`config.mk`:
```
export PLATFORM = sky130hd
export DESIGN_NAME = h264_param_set_extractor
export DESIGN_NICKNAME = d
export VERILOG_FILES = /design/src/design/pse_pkg.sv /design/src/design/pse_step.sv /design/src/design/pse_res_buf.sv /design/src/design/h264_param_set_extractor.sv
export SDC_FILE = /design/constraint.sdc
export NUM_CORES = 1
export LEC_CHECK = 0
export BUFFER_PORTS_ARGS = -buffer_cell sky130_fd_sc_hd__buf_2
export CORE_MARGIN = 1
export CORE_UTILIZATION = 50
export DETAILED_ROUTE_END_ITERATION = 6
export PLACE_DENSITY = 0.7
export SLEW_MARGIN = 20
export SYNTH_ARGS = -nofsm -noshare
export SYNTH_HDL_FRONTEND = slang
export SYNTH_SLANG_ARGS = --single-unit
```
`constraint.sdc`:
```
create_clock -name clk_i -period 7.15 [get_ports clk_i]
set_input_delay 0 -clock clk_i [delete_from_list [all_inputs] [get_ports clk_i]]
set_output_delay 0 -clock clk_i [all_outputs]
set_load 0.01 [all_outputs]
```
`src/design/pse_pkg.sv`:
```
// ----------------------------------------------------------------------------
// pse_pkg
// Shared types and constants of the parameter set extractor: the input and
// result beat layouts, the per-item result bundle and the unit kind codes.
// ----------------------------------------------------------------------------
package pse_pkg;

  // results one input item can cause at most
  localparam int MaxResults = 5;
  localparam int ResCntW    = $clog2(MaxResults + 1);
  localparam int ResIdxW    = $clog2(MaxResults);

  // nal unit type codes (low five bits of the header byte)
  localparam logic [4:0] NalTypeSps = 5'd7;
  localparam logic [4:0] NalTypePps = 5'd8;

  // start code bytes
  localparam logic [7:0] ByteZero = 8'h00;
  localparam logic [7:0] ByteOne  = 8'h01;

  // configuration register indexes
  localparam logic CfgSpsKnown = 1'b0;
  localparam logic CfgPpsKnown = 1'b1;

  typedef enum logic [1:0] {
    KIND_OTHER = 2'd0,
    KIND_SPS   = 2'd1,
    KIND_PPS   = 2'd2
  } unit_kind_e;

  // input beat
  typedef struct packed {
    logic [7:0] data_byte;
    logic       buffer_end;
  } pse_in_t;

  // result beat
  typedef struct packed {
    logic       byte_valid;
    logic [7:0] out_byte;
    logic       set_kind;
    logic       unit_first;
    logic       unit_last;
    logic       scan_done;
    logic       both_found;
    logic       last_result;
  } pse_out_t;

  // all results caused by one input item, entry 0 first
  typedef struct packed {
    pse_out_t [MaxResults-1:0] res;
    logic [ResCntW-1:0]        count;
  } pse_bundle_t;

endpackage

```
`src/design/pse_step.sv`:
```
// ----------------------------------------------------------------------------
// pse_step
// Scan state of the extractor and the single-pass logic that turns one
// buffered byte into its bundle of results; the state advances on load.
// ----------------------------------------------------------------------------
module pse_step (
  input  logic                 clk_i,
  input  logic                 rst_ni,
  input  logic                 load_i,
  input  pse_pkg::pse_in_t     item_i,
  input  logic                 sps_known_i,
  input  logic                 pps_known_i,
  output pse_pkg::pse_bundle_t bundle_o
);
  import pse_pkg::*;

  typedef struct packed {
    logic [7:0] held_byte;
    logic [1:0] zero_run;
    logic       inside_unit;
    logic       expect_header;
    logic       head_pending;
    unit_kind_e unit_kind;
    logic       sps_seen;
    logic       pps_seen;
    logic       scan_finished;
    logic       in_buffer;
  } scan_state_t;

  scan_state_t state_q, state_d;
  pse_bundle_t bundle;

  // append one payload result unless the unit is of no interest
  function automatic pse_bundle_t push(pse_bundle_t bu, unit_kind_e kind,
                                       logic [7:0] b, logic first, logic last);
    pse_bundle_t r;
    r = bu;
    if (kind != KIND_OTHER && bu.count < ResCntW'(MaxResults)) begin
      r.res[ResIdxW'(bu.count)] = '{byte_valid: 1'b1, out_byte: b,
                                    set_kind: (kind == KIND_PPS),
                                    unit_first: first, unit_last: last,
                                    scan_done: 1'b0, both_found: 1'b0,
                                    last_result: 1'b0};
      r.count = ResCntW'(bu.count + 1'b1);
    end
    return r;
  endfunction

  // mark the current unit as ended and note its kind
  function automatic scan_state_t close_unit(scan_state_t st);
    scan_state_t r;
    r = st;
    if (st.unit_kind == KIND_SPS) begin
      r.sps_seen = 1'b1;
    end else if (st.unit_kind == KIND_PPS) begin
      r.pps_seen = 1'b1;
    end
    if (r.sps_seen && r.pps_seen) begin
      r.scan_finished = 1'b1;
    end
    r.inside_unit  = 1'b0;
    r.head_pending = 1'b0;
    r.zero_run     = 2'd0;
    return r;
  endfunction

  // one byte of the scan
  always_comb begin
    logic [7:0]         b;
    logic [4:0]         hdr_type;
    logic [ResIdxW-1:0] tail;
    b        = item_i.data_byte;
    hdr_type = b[4:0];
    state_d  = state_q;
    bundle   = '0;
    tail     = '0;

    // first byte of a buffer reloads the known flags
    if (!state_d.in_buffer) begin
      state_d.in_buffer = 1'b1;
      state_d.sps_seen  = sps_known_i;
      state_d.pps_seen  = pps_known_i;
    end

    if (!state_d.scan_finished) begin
      if (state_d.expect_header) begin
        // header byte opens a unit
        state_d.expect_header = 1'b0;
        state_d.inside_unit   = 1'b1;
        state_d.held_byte     = b;
        state_d.head_pending  = 1'b1;
        state_d.zero_run      = 2'd0;
        if (hdr_type == NalTypeSps) begin
          state_d.unit_kind = KIND_SPS;
        end else if (hdr_type == NalTypePps) begin
          state_d.unit_kind = KIND_PPS;
        end else begin
          state_d.unit_kind = KIND_OTHER;
        end
      end else if (state_d.inside_unit) begin
        if (b == ByteZero) begin
          // zero run of undecided fate, excess zeros go into the unit
          if (state_d.zero_run != 2'd3) begin
            state_d.zero_run = state_d.zero_run + 2'd1;
          end else begin
            bundle = push(bundle, state_d.unit_kind, state_d.held_byte,
                          state_d.head_pending, 1'b0);
            state_d.head_pending = 1'b0;
            state_d.held_byte    = ByteZero;
          end
        end else if (b == ByteOne && state_d.zero_run >= 2'd2) begin
          // start code ends the unit, its zeros belong to no unit
          bundle = push(bundle, state_d.unit_kind, state_d.held_byte,
                        state_d.head_pending, 1'b1);
          state_d.head_pending = 1'b0;
          state_d = close_unit(state_d);
          if (!state_d.scan_finished) begin
            state_d.expect_header = 1'b1;
          end
        end else begin
          // ordinary byte releases the held byte and pending zeros
          bundle = push(bundle, state_d.unit_kind, state_d.held_byte,
                        state_d.head_pending, 1'b0);
          state_d.head_pending = 1'b0;
          for (int k = 0; k < 3; k++) begin
            if (2'(k) < state_d.zero_run) begin
              bundle = push(bundle, state_d.unit_kind, ByteZero, 1'b0, 1'b0);
            end
          end
          state_d.zero_run  = 2'd0;
          state_d.held_byte = b;
        end
      end else begin
        // outside any unit: hunt for a start code
        if (b == ByteZero) begin
          if (state_d.zero_run != 2'd3) begin
            state_d.zero_run = state_d.zero_run + 2'd1;
          end
        end else begin
          if (b == ByteOne && state_d.zero_run >= 2'd2) begin
            state_d.expect_header = 1'b1;
          end
          state_d.zero_run = 2'd0;
        end
      end

      // buffer end closes an open unit with its trailing zeros
      if (item_i.buffer_end && state_d.inside_unit) begin
        bundle = push(bundle, state_d.unit_kind, state_d.held_byte,
                      state_d.head_pending, (state_d.zero_run == 2'd0));
        state_d.head_pending = 1'b0;
        for (int k = 0; k < 3; k++) begin
          if (2'(k) < state_d.zero_run) begin
            bundle = push(bundle, state_d.unit_kind, ByteZero, 1'b0,
                          (2'(k + 1) == state_d.zero_run));
          end
        end
        state_d = close_unit(state_d);
      end
    end

    // closing status rides on the last result of the buffer
    if (item_i.buffer_end) begin
      if (bundle.count == '0) begin
        bundle.res[0] = '0;
        bundle.count  = ResCntW'(1);
      end
      tail = ResIdxW'(bundle.count - 1'b1);
      bundle.res[tail].scan_done   = 1'b1;
      bundle.res[tail].both_found  = state_d.sps_seen && state_d.pps_seen;
      state_d.held_byte     = ByteZero;
      state_d.zero_run      = 2'd0;
      state_d.inside_unit   = 1'b0;
      state_d.expect_header = 1'b0;
      state_d.head_pending  = 1'b0;
      state_d.unit_kind     = KIND_OTHER;
      state_d.scan_finished = 1'b0;
      state_d.in_buffer     = 1'b0;
    end

    // flag the final result of this item
    if (bundle.count != '0) begin
      tail = ResIdxW'(bundle.count - 1'b1);
      bundle.res[tail].last_result = 1'b1;
    end
  end

  assign bundle_o = bundle;

  // scan state register
  always_ff @(posedge clk_i or negedge rst_ni) begin
    if (!rst_ni) begin
      state_q <= '0;
    end else if (load_i) begin
      state_q <= state_d;
    end
  end

endmodule

```
`src/design/pse_res_buf.sv`:
```
// ----------------------------------------------------------------------------
// pse_res_buf
// Result register: holds the bundle of one item and hands its results out
// one beat at a time; reports when a new bundle may be loaded.
// ----------------------------------------------------------------------------
module pse_res_buf (
  input  logic                 clk_i,
  input  logic                 rst_ni,
  input  logic                 load_i,
  input  pse_pkg::pse_bundle_t bundle_i,
  output logic                 free_o,
  output logic                 out_valid_o,
  output pse_pkg::pse_out_t    out_o,
  input  logic                 out_stall_i
);
  import pse_pkg::*;

  pse_out_t [MaxResults-1:0] res_q;
  logic [ResCntW-1:0]        count_q;
  logic [ResIdxW-1:0]        idx_q, idx_d;
  logic                      valid_q, valid_d;
  logic                      take, last_beat;

  // beat handoff
  assign take      = valid_q && !out_stall_i;
  assign last_beat = (ResCntW'(idx_q) + ResCntW'(1)) == count_q;
  assign free_o    = !valid_q || (take && last_beat);

  assign out_valid_o = valid_q;
  assign out_o       = res_q[idx_q];

  // read pointer and occupancy
  always_comb begin
    idx_d   = idx_q;
    valid_d = valid_q;
    if (load_i) begin
      idx_d   = '0;
      valid_d = (bundle_i.count != '0);
    end else if (take) begin
      if (last_beat) begin
        valid_d = 1'b0;
      end else begin
        idx_d = idx_q + 1'b1;
      end
    end
  end

  always_ff @(posedge clk_i or negedge rst_ni) begin
    if (!rst_ni) begin
      valid_q <= 1'b0;
      idx_q   <= '0;
      count_q <= '0;
    end else begin
      valid_q <= valid_d;
      idx_q   <= idx_d;
      if (load_i) begin
        count_q <= bundle_i.count;
      end
    end
  end

  // bundle payload
  always_ff @(posedge clk_i) begin
    if (load_i) begin
      res_q <= bundle_i.res;
    end
  end

endmodule

```
`src/design/h264_param_set_extractor.sv`:
```
// Path: the first result of a byte passes the input register, then the
// result register, before it is presented; it waits in the input register
// while the result register is busy.
// Throughput: one byte per cycle while the output does not stall and each
// byte yields at most one result; more results hold the result register.
// Reset: all scan state, both known flags and both stages clear at once.
// ----------------------------------------------------------------------------
// h264_param_set_extractor
// Annex B start code parser that passes out the bytes of sequence and
// picture parameter set units, tagged, with a closing status per buffer.
// ----------------------------------------------------------------------------
module h264_param_set_extractor (
  input  logic              clk_i,
  input  logic              rst_ni,
  // configuration writes
  input  logic              cfg_valid_i,
  output logic              cfg_ready_o,
  input  logic              cfg_index_i,
  input  logic              cfg_data_i,
  // byte input
  input  logic              in_valid_i,
  output logic              in_stall_o,
  input  pse_pkg::pse_in_t  in_i,
  // result output
  output logic              out_valid_o,
  input  logic              out_stall_i,
  output pse_pkg::pse_out_t out_o
);
  import pse_pkg::*;

  logic        sps_known_q, pps_known_q;
  logic        in_valid_q;
  pse_in_t     in_item_q;
  logic        buf_free, load;
  pse_bundle_t bundle;

  // configuration registers
  assign cfg_ready_o = 1'b1;

  always_ff @(posedge clk_i or negedge rst_ni) begin
    if (!rst_ni) begin
      sps_known_q <= 1'b0;
      pps_known_q <= 1'b0;
    end else if (cfg_valid_i && cfg_ready_o) begin
      unique case (cfg_index_i)
        CfgSpsKnown: sps_known_q <= cfg_data_i;
        CfgPpsKnown: pps_known_q <= cfg_data_i;
        default:     sps_known_q <= sps_known_q;
      endcase
    end
  end

  // input register, drained into the result register
  assign load       = in_valid_q && buf_free;
  assign in_stall_o = in_valid_q && !buf_free;

  always_ff @(posedge clk_i or negedge rst_ni) begin
    if (!rst_ni) begin
      in_valid_q <= 1'b0;
    end else if (in_valid_i && !in_stall_o) begin
      in_valid_q <= 1'b1;
    end else if (load) begin
      in_valid_q <= 1'b0;
    end
  end

  always_ff @(posedge clk_i) begin
    if (in_valid_i && !in_stall_o) begin
      in_item_q <= in_i;
    end
  end

  // scan logic
  pse_step u_step (
    .clk_i       (clk_i),
    .rst_ni      (rst_ni),
    .load_i      (load),
    .item_i      (in_item_q),
    .sps_known_i (sps_known_q),
    .pps_known_i (pps_known_q),
    .bundle_o    (bundle)
  );

  // result register
  pse_res_buf u_res_buf (
    .clk_i       (clk_i),
    .rst_ni      (rst_ni),
    .load_i      (load),
    .bundle_i    (bundle),
    .free_o      (buf_free),
    .out_valid_o (out_valid_o),
    .out_o       (out_o),
    .out_stall_i (out_stall_i)
  );

`ifndef SYNTHESIS
  // closing status always ends the results of its item
  a_done_is_last: assert property (@(posedge clk_i) disable iff (!rst_ni)
    out_valid_o && out_o.scan_done |-> out_o.last_result)
    else $error("scan_done result not marked last");

  // a result without payload only carries the closing status
  a_empty_is_done: assert property (@(posedge clk_i) disable iff (!rst_ni)
    out_valid_o && !out_o.byte_valid |-> out_o.scan_done && !out_o.unit_first)
    else $error("empty result without closing status");

  // a byte is only held back while the result register is busy
  a_stall_busy: assert property (@(posedge clk_i) disable iff (!rst_ni)
    in_stall_o |-> out_valid_o)
    else $error("input stalled while result register empty");
`endif

endmodule
```
=== After elaboration in Yosys (flattened, before gate mapping) ===
Cells that the tools add are included.

* Add/sub/neg operators: 11
* Multiply operators: 0
* Div/mod/pow operators: 0
* Magnitude comparators: 33
* Eq/ne operators: 14
* Shift-type cells: 0
* Multiplexer cells: 144
* Bitwise logic cells: 1
* Reductions and logical operators: 45

{| class="wikitable"
|+ Operators by type and width
! cell !! count
|-
| 78-bit two-way mux || 37
|-
| 75-bit bitwise mux || 10
|-
| 15-bit demux with 3-bit select || 10
|-
| 18-bit two-way mux || 10
|-
| 15-bit two-way mux || 11
|-
| 75-bit two-way mux || 1
|-
| 15-bit binary-select mux with 3-bit select || 1
|-
| 3-bit by 4-bit < comparator with 1-bit output, second input constant || 10
|-
| 1-bit two-way mux || 40
|-
| 3-bit by 1-bit >= comparator with 1-bit output, second input constant || 9
|-
| 1-bit logical AND || 26
|-
| 3-bit by 1-bit adder with 3-bit output, second input constant || 8
|-
| 3-bit < comparator, second input constant || 7
|-
| 10-bit two-way mux || 2
|-
| 2-bit two-way mux || 10
|-
| 19-bit two-way mux || 1
|-
| 8-bit two-way mux || 2
|-
| 3-bit two-way mux || 4
|-
| 4-bit two-way mux || 3
|-
| 11-bit two-way mux || 1
|-
| 2-bit AND reduction || 5
|-
| 2-bit nonzero test || 5
|-
| 8-bit by 1-bit equality test with 1-bit output, second input constant || 1
|-
| 8-bit logical NOT || 1
|-
| other kinds (20) || 33
|}

* Flip-flop bits (word level): 113
* Bits in latches: 0
* RAM bits: 0
* Memory bits (read-only): 0
* Output and inout bits: 18
* Memories: 0

=== Depth between registers and ports, before layout ===
* Depth in word-level cells: 96
* Gate-level depth with buffers: 28
* Depth with buffers taken out: 27

=== Modules after synthesis ===
From an unflattened synthesis, not the netlist that was laid out.

* Cell total of the unflattened synthesis: 647
* Area total of the unflattened synthesis: 6735.2 um2

{| class="wikitable"
|+ By module, submodules not included
! module !! times used !! cells an instance !! area an instance (um2) !! seq. area each (um2)
|-
| pse_res_buf || 1 || 179 || 3225.6 || 2427.3
|-
| pse_step || 1 || 445 || 3081.7 || 475.5
|-
| h264_param_set_extractor || 1 || 23 || 427.9 || 345.3
|}

=== Worst setup path after synthesis ===
OpenSTA, ideal clock, no wires.

* Kind: reg2reg
* Start: register u_step.state_q[9] (netlist name)
* End: register u_res_buf.res_q[16] (netlist name), data pin
* Library setup time: 0.190 ns
* Arrival: 6.744 ns
* Data required time: 6.960 ns
* Slack: 0.216 ns
* Stages on the path, launching flop included: 29
* Buffers on the path: 1
* Period minus slack after synthesis: 6.934 ns
* Path through: dfrtp_1 -> clkbuf_1 -> inv_1 -> nor2_1 -> nor2_1 -> ha_1 -> o21ai_0 -> a2111oi_0 -> ha_1 -> a21oi_1 -> inv_1 -> ha_1 -> or3_1 -> nand2_1 -> inv_1 -> ha_1 -> o211ai_1 -> o21a_1 -> inv_1 -> ha_1 -> nand2_1 -> a2111oi_0 -> nor4_1 -> nand3b_1 -> a21oi_2 -> ha_1 -> xor2_2 -> inv_2 -> a2111oi_2

* Word-level cells in the longest chain between the ends: 60
* Elaborated cells between the ends (all ways): 142

{| class="wikitable"
|+ RTL lines
! element !! line !! text
|-
| start: declaration || pse_step.sv:30 || <nowiki>scan_state_t state_q, state_d;</nowiki>
|-
| start signal: assignment || pse_step.sv:195 || <nowiki>state_q <= state_d;</nowiki>
|-
| 1-bit by 2-bit < comparator with 1-bit output || pse_step.sv:126 || <nowiki>if (2'(k) < state_d.zero_run) begin</nowiki>
|-
| 78-bit two-way mux || pse_step.sv:126 ||
|-
| 78-bit two-way mux || pse_step.sv:111 || <nowiki>end else if (b == ByteOne && state_d.zero_run >= 2'd2) begin</nowiki>
|-
| 78-bit two-way mux || pse_step.sv:101 || <nowiki>if (b == ByteZero) begin</nowiki>
|-
| 78-bit two-way mux || pse_step.sv:100 || <nowiki>end else if (state_d.inside_unit) begin</nowiki>
|-
| 78-bit two-way mux || pse_step.sv:86 || <nowiki>if (state_d.expect_header) begin</nowiki>
|-
| 78-bit two-way mux || pse_step.sv:85 || <nowiki>if (!state_d.scan_finished) begin</nowiki>
|-
| 3-bit < comparator || pse_step.sv:38 || <nowiki>if (kind != KIND_OTHER && bu.count < ResCntW'(MaxResults)) begin</nowiki>
|-
| [44 not listed] || -- ||
|-
| 3-bit by 4-bit < comparator with 1-bit output (implied by the code) / 3-bit by 1-bit >= comparator with 1-bit output (equally long branches) || pse_step.sv:170 || <nowiki>bundle.res[tail].both_found = state_d.sps_seen && state_d.pps_seen;</nowiki>
|-
| 1-bit logical AND || pse_step.sv:170 ||
|-
| 2-bit two-way mux (implied by the code) || pse_step.sv:170 ||
|-
| 15-bit demux with 3-bit select || -- ||
|-
| 75-bit bitwise mux || pse_step.sv:170 ||
|-
| 78-bit two-way mux (*) || pse_step.sv:163 || <nowiki>if (item_i.buffer_end) begin</nowiki>
|-
| 75-bit bitwise mux || pse_step.sv:184 || <nowiki>bundle.res[tail].last_result = 1'b1;</nowiki>
|-
| 75-bit two-way mux (*) || pse_step.sv:182 || <nowiki>if (bundle.count != '0) begin</nowiki>
|-
| end signal: assignment || pse_res_buf.sv:65 || <nowiki>res_q <= bundle_i.res;</nowiki>
|-
| end: declaration || pse_res_buf.sv:18 || <nowiki>pse_out_t [MaxResults-1:0] res_q;</nowiki>
|}

Mark *: on every way between the ends. The rest lies on a longest branch, timed or not. The select of a mux whose other input is x is not followed.
A chain may end at the register's enable or synchronous reset.

=== Worst setup path in the final report ===
* Start: register in_item_q[5] (netlist name)
* End: register u_res_buf.res_q[45] (netlist name), data pin

* Word-level cells in the longest chain between the ends: 41
* Elaborated cells between the ends (all ways): 94

{| class="wikitable"
|+ RTL lines
! element !! line !! text
|-
| start: declaration || h264_param_set_extractor.sv:33 || <nowiki>pse_in_t in_item_q;</nowiki>
|-
| start signal: assignment || h264_param_set_extractor.sv:69 || <nowiki>in_item_q <= in_i;</nowiki>
|-
| 8-bit by 1-bit equality test with 1-bit output || pse_step.sv:111 ||
|-
| 1-bit logical AND || pse_step.sv:111 ||
|-
| 78-bit two-way mux || pse_step.sv:111 ||
|-
| 78-bit two-way mux || pse_step.sv:101 ||
|-
| 78-bit two-way mux || pse_step.sv:100 ||
|-
| 78-bit two-way mux || pse_step.sv:86 ||
|-
| 78-bit two-way mux || pse_step.sv:85 ||
|-
| 3-bit < comparator || pse_step.sv:38 ||
|-
| [25 not listed] || -- ||
|-
| 78-bit two-way mux (*) || pse_step.sv:163 ||
|-
| 3-bit by 1-bit subtractor with 3-bit output || pse_step.sv:183 || <nowiki>tail = ResIdxW'(bundle.count - 1'b1);</nowiki>
|-
| 3-bit by 4-bit < comparator with 1-bit output (implied by the code) / 3-bit by 1-bit >= comparator with 1-bit output (equally long branches) || pse_step.sv:184 ||
|-
| 1-bit logical AND (implied by the code) || pse_step.sv:184 ||
|-
| 1-bit two-way mux (implied by the code) || pse_step.sv:184 ||
|-
| 15-bit demux with 3-bit select || -- ||
|-
| 75-bit bitwise mux || pse_step.sv:184 ||
|-
| 75-bit two-way mux (*) || pse_step.sv:182 ||
|}

Marked as above.

==> flow_summary.json <==
{
  "crit_fanout": 12,
  "slew_headroom_pct": 29.9,
  "drc": 0,
  "synth-xor-area-share_pct": 1.08,
  "final_common_cell": "edfxtp_1",
  "utilization_pct": 61.8,
  "initial_utilization_pct": 52.1,
  "via_count": 5300,
  "ys_seq_area_share_pct": 51.1,
  "total_power_mw": 2.63,
  "die_area_sq_mm": 0.0132,
  "final_cell_mix": "edfxtp_1, nor2_1, nand2_1",
  "worstSetupPathType": "register to register",
  "critPathMostFrequentCell": "ha_1",
  "cts_sinks": 113,
  "syn_to_final_growth_pct": 18.6,
  "ant_nets": 0,
  "max_stage_delay_ns": 0.59,
  "synth.top_cell.area_share_pct": 39.6,
  "worst_ep_arrival_time_ns": 6.98,
  "finalCritPeriodShare_pct": 95.2,
  "synth_fa_ha_area_share_pct": 1.77,
  "htree_levels": 4,
  "syn_avg_cell_area_sq_um": 10.0,
  "root_buffer": "clkbuf_16",
  "skew_ns": 0.00738,
  "layout.cells.non_filler": 877,
  "synth_top_family_by_area": "simple AND/OR/NAND/NOR gates",
  "status": "finished clean",
  "muxShareOfSynthArea_pct": 6.08,
  "endpoint_kind": "register",
  "cpMaxStageDelayCell": "or4_4",
  "yosys_warnings": 0,
  "powerDensity_mw_per_mm2": 348,
  "synth_compound_area_share_pct": 17.2,
  "crit_required_ns": 7.32,
  "p_leak_nw": 2.86,
  "synthCells": 634,
  "hold_class": "input port to asynchronous set/reset pin",
  "wl_per_cell_microns": 19.0,
  "hold_violations": 0,
  "grt_pass1_vias": 5126,
  "num-nets-final": 721,
  "syn_area_sq_mm": 0.00636,
  "crit_start": "in_item_q[5]$_DFFE_PP_",
  "drtIter0Drc": 477,
  "clock.fmax_mhz": 147,
  "globalplace.congestion": 0.909,
  "finalSetupViolCount": 0,
  "clk_latency_ns": 0.42,
  "grt.overflow.total": 0,
  "hpwl_microns": 11400,
  "ys_types": 75,
  "yosysTopAreaCell": "edfxtp_1",
  "place_inst": 824,
  "coreArea_sq_mm": 0.0122,
  "ir_worst_vdd_uv": 179,
  "cts_tree": "yes",
  "grt_max_degree": 47,
  "antenna_found_initial": 0,
  "synth_edf_count": 84,
  "io_buffers": 32,
  "clock_path_buffers": 2,
  "cts_made_buffers": 17,
  "synth_seq_cells": 113,
  "synth-simple-area-share_pct": 19.7,
  "die_h_microns": 115,
  "synthTopCellsByArea": "edfxtp_1, dfrtp_1, mux2i_1",
  "row_count": 40,
  "diodes": 0,
  "die_w_microns": 115,
  "drive_gt1_share_pct": 15.7,
  "io_pins": 34,
  "wirelength_microns": 16700,
  "ys_async_sr_fraction_pct": 25.7,
  "maxSlewViolCount": 0,
  "grtUsageTotal_pct": 27.4,
  "synth_ff_type": "edfxtp_1",
  "cts.clk_slew.worst_paths_ns": 0.06,
  "period_needed_ns": 6.81,
  "tns_ns": 0,
  "first_pass_iters": 5,
  "worstMarginPinSlew_ns": 1.05,
  "vias_per_cell": 6.04,
  "max_cap_viol_count": 0,
  "grt_first_pass_wirelength_microns": 26500,
  "worst_r2r_startpoint": "in_item_q[5]$_DFFE_PP_",
  "cp-start-kind": "register"
}
where the power goes:
group | total [mW] | internal (mW) | switching (mW)
combinational | 0.735 | 0.269 | 0.466
clock | 0.822 | 0.518 | 0.304
sequential | 1.07 | 0.988 | 0.0834
total | 2.63 | 1.78 | 0.853
final timing paths:
path	endpoint	slack, ns	depth (start not counted)
max	u_res_buf.res_q[45]$_SDFFCE_PN0P_	0.34	26
min	u_step.state_q[10]$_DFFE_PN0P_	0.17	2
max reg2reg	u_res_buf.res_q[45]$_SDFFCE_PN0P_	0.34	26
min reg2reg	u_step.state_q[2]$_DFFE_PN0P_	0.50	2
max in group asynchronous	u_res_buf.count_q[0]$_DFFE_PN0P_	6.51	2
min in group clk_i	in_item_q[7]$_DFFE_PP_	0.29	2
Yosys cell counts, types with 11 or more instances:
| cell | count |
|---|---|
| nor2_1 | 82 |
| clkbuf_1 | 23 |
| o22ai_1 | 17 |
| inv_1 | 16 |
| nor3_1 | 18 |
| nand2b_1 | 11 |
| nand2_1 | 72 |
| dfrtp_1 | 29 |
| edfxtp_1 | 84 |
| and3_1 | 11 |
| mux2i_1 | 33 |
| o21ai_0 | 32 |
| a21oi_1 | 40 |
critical path: cells and delay by family, from the launching register on:
family	cells	cell delay, ns
buf+inv	5	0.63
fa+ha+maj	6	1.72
flops	1	0.41
simple gates	8	2.45
compound gates	7	1.35
state kept, by name, indices dropped and copies added, names as in the netlist:
name and cells:
u_res_buf.out_valid_o 1, in_valid_q 1, pps_known_q 1, sps_known_q 1, u_step.state_q 19, in_item_q 9, u_res_buf.count_q 3, u_res_buf.res_q 75
u_res_buf.idx_q 3
stage by stage:
step | hold slack, ns | setup slack (ns) | instance area [sq um]
final | 0.174 | 0.340 | 7550
after global routing | 0.237 | -0.0407 | 7550
after CTS | 0.189 | 0.0274 | 7490
after detailed placement | 0.0985 | -0.0239 | 6740
after global placement | 0.0858 | 0.341 | 6740
after floorplan | -0.296 | 0.216 | 6370
layout make-up:
type	count	area (sq um)
Fill cell	1048	4660
Sequential cell	113	3250
Multi-Input combinational cell	478	2970
Timing Repair Buffer	68	470
Clock buffer	18	439
Tap cell	168	210
Clock inverter	14	140
Inverter	18	67.6
what timing repair did:
| action | CTS | global route |
|---|---|---|
| buffers inserted | 0 | 5 |
| setup endpoints to repair | 1 | 16 |
| gates resized for setup | 1 | 6 |
| endpoints found under the hold margin | 42 | 0 |
| pin swaps | 0 | 1 |
| hold buffers | 16 | 0 |
per-layer routing:
metal  GRT usage (%)  share of wire [%]
met1            33.2                 41
met4            14.3                4.0
met2            45.4                 49
met5               0                  0
met3            6.91                6.6
cells by family (layout without fill, tap and decap cells):
kind of cell,Yosys count,after routing
adders and majority gates,9,9
AOI/OAI and AO/OA,162,162
muxes,37,37
buffers and inverters,46,118
other,2,5
and+or+nand+nor,258,258
DFF,113,113
xor gates and xnor gates,7,7
Note: power is estimated with default switching activity, not from simulation.
